## config.mk

```make
export PLATFORM = sky130hd
export DESIGN_NAME = mbfs_mac
export DESIGN_NICKNAME = d
export VERILOG_FILES = /design/src/rtl/core/mbfs_pkg.sv /design/src/rtl/core/mbfs_mac.sv
export SDC_FILE = /design/constraint.sdc
export NUM_CORES = 2
export LEC_CHECK = 0
export BUFFER_PORTS_ARGS = -buffer_cell sky130_fd_sc_hd__buf_4
export CORE_MARGIN = 2
export CORE_UTILIZATION = 25
export CTS_BUF_LIST = sky130_fd_sc_hd__clkbuf_4 sky130_fd_sc_hd__clkbuf_8
export CTS_CLUSTER_DIAMETER = 120
export CTS_CLUSTER_SIZE = 10
export DETAILED_ROUTE_END_ITERATION = 10
export PLACE_DENSITY_LB_ADDON = 0.12
export SYNTH_ARGS = -nofsm -noshare
export SYNTH_HDL_FRONTEND = slang
export SYNTH_SLANG_ARGS = --single-unit
```

## constraint.sdc

```tcl
create_clock -name aclk -period 7.66 [get_ports aclk]
set_clock_uncertainty 0.05 [all_clocks]
set_input_delay 1.149 -clock aclk [delete_from_list [all_inputs] [get_ports aclk]]
set_output_delay 1.149 -clock aclk [all_outputs]
set_load 0.01 [all_outputs]
```

## src/rtl/core/mbfs_pkg.sv

```systemverilog
// Shared types and constants for the multichannel biquad frame-sum block.
package mbfs_pkg;

    localparam int COEF_W    = 18;           // Q3.14 coefficient width
    localparam int Y_W       = 32;           // full-precision output history width
    localparam int SUM_W     = 24;           // frame sum width
    localparam int SUMX_W    = SUM_W + 1;    // frame sum with one guard bit
    localparam int CH_W      = 8;            // channel field width
    localparam int CH_CODES  = 1 << CH_W;    // distinct channel codes
    localparam int PROD_W    = COEF_W + Y_W; // multiplier product width
    localparam int CFG_IDX_W = 3;

    // Configuration register indexes
    localparam logic [CFG_IDX_W-1:0] REG_COEF_A0 = 3'd0;
    localparam logic [CFG_IDX_W-1:0] REG_COEF_A1 = 3'd1;
    localparam logic [CFG_IDX_W-1:0] REG_COEF_A2 = 3'd2;
    localparam logic [CFG_IDX_W-1:0] REG_COEF_B1 = 3'd3;
    localparam logic [CFG_IDX_W-1:0] REG_COEF_B2 = 3'd4;

    // Coefficient reset values
    localparam logic signed [COEF_W-1:0] COEF_A0_RST = 18'sd2328;
    localparam logic signed [COEF_W-1:0] COEF_A1_RST = 18'sd4656;
    localparam logic signed [COEF_W-1:0] COEF_A2_RST = 18'sd2328;
    localparam logic signed [COEF_W-1:0] COEF_B1_RST = -18'sd11275;
    localparam logic signed [COEF_W-1:0] COEF_B2_RST = 18'sd4204;

    // Saturation limits of the output history
    localparam logic signed [Y_W-1:0] Y_MAX = {1'b0, {(Y_W-1){1'b1}}};
    localparam logic signed [Y_W-1:0] Y_MIN = {1'b1, {(Y_W-1){1'b0}}};

    // Saturation limits of the frame sum
    localparam logic signed [SUM_W-1:0] SUM_MAX = {1'b0, {(SUM_W-1){1'b1}}};
    localparam logic signed [SUM_W-1:0] SUM_MIN = {1'b1, {(SUM_W-1){1'b0}}};

    // Controls from the sequencer to the multiply-accumulate unit
    typedef struct packed {
        logic mul_en;  // register coef * operand
        logic acc_clr; // zero the accumulator
        logic acc_en;  // fold the registered product into the accumulator
        logic acc_sub; // feedback product: subtract, unscaled
    } mac_ctrl_t;

endpackage

```

## src/rtl/core/mbfs_mac.sv

```systemverilog
// Shared multiply-accumulate unit: one registered product, one accumulator.
module mbfs_mac
    import mbfs_pkg::*;
#(
    parameter int FRAC_BITS = 14,
    parameter int ACC_W     = 64
) (
    input  logic                     aclk,
    input  mac_ctrl_t                ctrl,
    input  logic signed [COEF_W-1:0] coef,
    input  logic signed [Y_W-1:0]    operand,
    output logic signed [ACC_W-1:0]  acc
);

    logic signed [PROD_W-1:0] prod_reg;
    logic signed [ACC_W-1:0]  acc_reg;
    logic signed [ACC_W-1:0]  acc_next;
    logic signed [ACC_W-1:0]  prod_ext;

    // Feed-forward terms carry FRAC_BITS fewer fraction bits than feedback
    // terms, so they are scaled up before they are added.
    always_comb begin
        prod_ext = ACC_W'(prod_reg);
        acc_next = acc_reg;
        if (ctrl.acc_clr) begin
            acc_next = '0;
        end else if (ctrl.acc_en) begin
            if (ctrl.acc_sub) begin
                acc_next = acc_reg - prod_ext;
            end else begin
                acc_next = acc_reg + (prod_ext <<< FRAC_BITS);
            end
        end
    end

    always_ff @(posedge aclk) begin
        if (ctrl.mul_en) begin
            prod_reg <= PROD_W'(coef) * PROD_W'(operand);
        end
        acc_reg <= acc_next;
    end

    assign acc = acc_reg;

endmodule

```

== After elaboration in Yosys (flattened, before gate mapping) ==
Index checks and enable logic that the tools add are counted.

* Flip-flop bits (word level): 114
* Input port bits: 55
* Logic and storage cells: 6

* Add/subtract/negate cells: 2
* Multiply operators: 1
* Multiplexer cells: 1

{| class="wikitable"
|+ Operators by type and width
! operator !! number
|-
| adder 64 bit || 1
|-
| 2-to-1 mux 64 bit || 1
|-
| subtractor 64 x 50 -> 64 bit || 1
|-
| multiplier 18 x 32 -> 50 bit || 1
|}

== Longest topological paths before layout ==
* Depth in word-level cells: 2
* Depth in mapped cells: 27

== Least setup slack after synthesis ==
Ideal clock, no wire load.

* Kind: input to register
* Start point: input port operand[17]
* End point: register prod_reg[44], data pin
* Setup time: 0.261 ns
* Data arrival time: 7.275 ns
* Required time: 7.349 ns
* Setup slack: 0.074 ns
* Stages on the path: 26
* Path through: clkbuf_1 -> clkbuf_1 -> nand2_1 -> fa_1 -> inv_1 -> fa_1 -> inv_1 -> fa_1 -> fa_1 -> inv_1 -> fa_1 -> inv_1 -> fa_1 -> inv_1 -> ha_1 -> a21o_1 -> a21o_1 -> a21oi_1 -> nor2_1 -> o21ai_0 -> a21oi_1 -> a221o_1 -> a41oi_2 -> or4_1 -> and2_1 -> a311o_1

* Cells in the longest elaborated chain, start to end: 1

{| class="wikitable"
|+ Ends and longest elaborated chain
! element !! RTL line !! source
|-
| start, declared || mbfs_mac.sv:11 || <nowiki>input logic signed [Y_W-1:0] operand,</nowiki>
|-
| multiplier 18 x 32 -> 50 bit || mbfs_mac.sv:38 || <nowiki>prod_reg <= PROD_W'(coef) * PROD_W'(operand);</nowiki>
|-
| end signal, assigned || mbfs_mac.sv:38 ||
|-
| end, declared || mbfs_mac.sv:15 || <nowiki>logic signed [PROD_W-1:0] prod_reg;</nowiki>
|}

Every way passes these cells.
A chain may end at the register's enable or synchronous reset.

== Worst setup path in the final report ==
* Start point: input port coef[12]
* End point: register prod_reg[44], data pin

* Cells in the longest elaborated chain, start to end: 1

{| class="wikitable"
|+ Ends and longest elaborated chain
! element !! RTL line !! source
|-
| start, declared || mbfs_mac.sv:10 || <nowiki>input logic signed [COEF_W-1:0] coef,</nowiki>
|-
| multiplier 18 x 32 -> 50 bit || mbfs_mac.sv:38 ||
|}

Every way passes these cells.

==> results.txt <==
----------------------------------------------------
[Status]
  Status ... finished clean

[Drt]
  Remaining DRCs ... 0
  Wire length per cell after detailed routing ... 19.3 µm
  Total via count in the routed design ... 24200
  Remaining number of nets flagged by the antenna check after routing ... 0
  Detailed Route Iter0 Violations ... 975
  Pre-Repair DR Iteration Count ... 5
  Routed wire length ... 105000 µm
  Detailed-route vias per instance ... 4.46

[CTS]
  Worst-skew pair later-pin latency ... 0.52 ns
  H-tree depth ... 4
  Clock slew seen by the registers of the worst setup and hold paths ... 0.09 ns
  TritonCTS clock tree ... done
  Clock buffer depth ... 2
  Hold buffer count at cts ... 0
  # clock sinks ... 114
  Clock buffer count from CTS ... 17
  CTS root buf ... clkbuf_8

[Setup path]
  Maximum fanout along the worst path ... 14
  CP Buf/Inv Count ... 6
  Slowest library cell on the worst path ... fa_1
  CP max stage delay ... 0.56 ns
  Launching element type of the critical path ... input port
  Critical path origin ... coef[12]
  Most used cell along the critical path ... fa_1
  Worst setup path class ... input port to register
  Data required time at the worst endpoint ... 7.86 ns
  Launch point of the worst reg-to-reg path ... prod_reg[0]
  CP top delay family ... adder cells
  Data arrival time of the critical path ... 7.55 ns
  Critical path endpoint category ... register

[Yosys]
  Async S/R FF share, synth ... 0
  Mean cell area of the mapped netlist ... 8.43 µm²
  Count of flip-flops with a built-in enable after synthesis ... 50
  Library cells used by synthesis ... 86
  Warnings from Yosys ... 0
  Gate Count Post-Synth ... 3615
  Mapped Area ... 0.0305 mm²
  Ys flop type ... dfxtp_1
  Cell type with the largest total area after synthesis ... fa_1
  Total nets after synthesis ... 4458
  Post-synthesis sequential element count ... 114
  Share of the yosys chip area belonging to registers ... 0.0913
  Post-synth top area share ... 0.365
  Leading post-synthesis cells by cell area ... fa_1, ha_1, inv_1

[Min path]
  Worst Min Path Start ... acc[5]
  Path category of the worst min-delay check ... register to register

[Global routing]
  Overflow left after global routing ... 0
  Via count of the first global-routing pass ... 25700
  First-pass GRT wire length ... 162000 µm
  Number of antenna violations at the first check in global routing ... 5
  Largest net degree at the start of global routing ... 75
  GR Util All Layers ... 0.169

[Placement]
  Number of buffers inserted by port buffering ... 118
  Placed Cells incl. Taps ... 5395
  Placed wire-length estimate after detailed placement ... 91700 µm
  Final RePlAce weighted congestion ... 0.856

[Timing]
  Max Freq ... 136 MHz
  Final hold violation count ... 0
  Setup violations, final ... 0
  Worst slew pin tran ... 1.02 ns
  Relative max-transition margin ... 0.318
  Unrepaired setup endpoints after global routing ... false
  Count of final max-slew check failures ... 0
  Share of the clock period used by the worst path after layout ... 0.959
  Minimum period implied by the final worst setup slack ... 7.35 ns

[Floorplanning]
  Die X-Extent ... 353 µm
  Die Area ... 0.125 mm²
  Area of the core region ... 0.121 mm²
  Die H ... 353 µm
  Total number of placement rows ... 128
  Number of top-level design ports ... 119
  Effective utilization at floorplan ... 0.251

[Layout]
  Layout cell share with drive strength beyond 1 ... 0.0997
  Top library cells by usage in the layout, fill and taps aside ... inv_1, fa_1, nand2_1
  Count of non-filler cells in the finished layout ... 5430
  Max FFs per register ... 64
  Most frequent standard cell in the layout excluding fill and tap cells ... inv_1
  Final core utilization ... 0.287
  Area added between synthesis and finish ... 14.4%
  Nets ... 4632
  Fillers ... 13400

[Job]
  Max Cap Viol ... 0

----------------------------------------------------
## synthesized netlist by cell type (22+ instances only)
cell type  number
dfxtp_1        64
a211oi_1       35
a21oi_1       197
xnor2_1        86
o21ai_0       108
clkbuf_1      149
a21o_1         84
nand4_1        22
nand3_1        39
o21bai_1       28
xor2_1         60
edfxtp_1       50
nor2_1        192
nand2_1       477
ha_1          233
fa_1          555
inv_1         687
and2_1        231
nor3_1         43
## repair_timing
item,CTS,global route
buffers inserted,0,0
setup endpoints to repair,0,2
gates resized for setup,0,2
## cells by family after synthesis
logic type | after synthesis | share of synthesized area
and+or+nand+nor | 1096 | 0.168
buffers and inverters | 853 | 0.106
adders and majority gates | 788 | 0.460
AOI/OAI and AO/OA | 611 | 0.130
xor gates and xnor gates | 146 | 0.0420
DFF | 114 | 0.0913
muxes | 7 | 0.00230
## worst min-delay path, cell delays in order, from the launching register on
cell and delay (ns):
dfxtp_1 0.34, nand2_1 0.06, a21oi_1 0.05
## metal layers
| metal | wire length [µm] | part of all wire | up-vias | track usage |
|---|---|---|---|---|
| met1 | 52000 | 0.50 | 12000 | 0.243 |
| li1 | - | - | 11700 | - |
| met5 | 13 | 0.00012 | - | 0 |
| met4 | 1820 | 0.017 | 2 | 0.0346 |
| met2 | 48800 | 0.47 | 346 | 0.280 |
| met3 | 2140 | 0.020 | 71 | 0.00904 |
## final timing paths
check / end / slack (ns) / cells after the start
setup / recovery: prod_reg[44] / 0.31 / 25
hold / removal: acc[5] / 0.44 / 2
setup reg to reg: acc[62] / 3.12 / 14
hold reg to reg: acc[5] / 0.44 / 2
## layout make-up
| cell class | count | area (µm²) | area share |
|---|---|---|---|
| antenna | 3 | 7.51 | 0.000215 |
| clock buffer | 17 | 234 | 0.00671 |
| clock inverter | 15 | 195 | 0.00560 |
| inverter | 689 | 2590 | 0.0742 |
| multi-input combinational | 2648 | 24500 | 0.702 |
| sequential | 114 | 2780 | 0.0798 |
| tap | 1625 | 2030 | 0.0583 |
| timing repair buffer | 319 | 2540 | 0.0730 |
## stage by stage
step	setup TNS (ns)	hold WS (ns)	instance area (µm²)	setup slack [ns]
CTS	0	0.442	34800	0.289
finish	0	0.435	34900	0.314
global placement	-1.38	0.421	34400	-0.249
detailed placement	-1.62	0.426	34400	-0.262
global route	0	0.467	34900	0.0164
floorplan	0	0.442	30500	0.0744
Power is left out: the tool's default activity adds up to more than one toggle a clock period on the data nets, which glitch-free logic cannot reach.
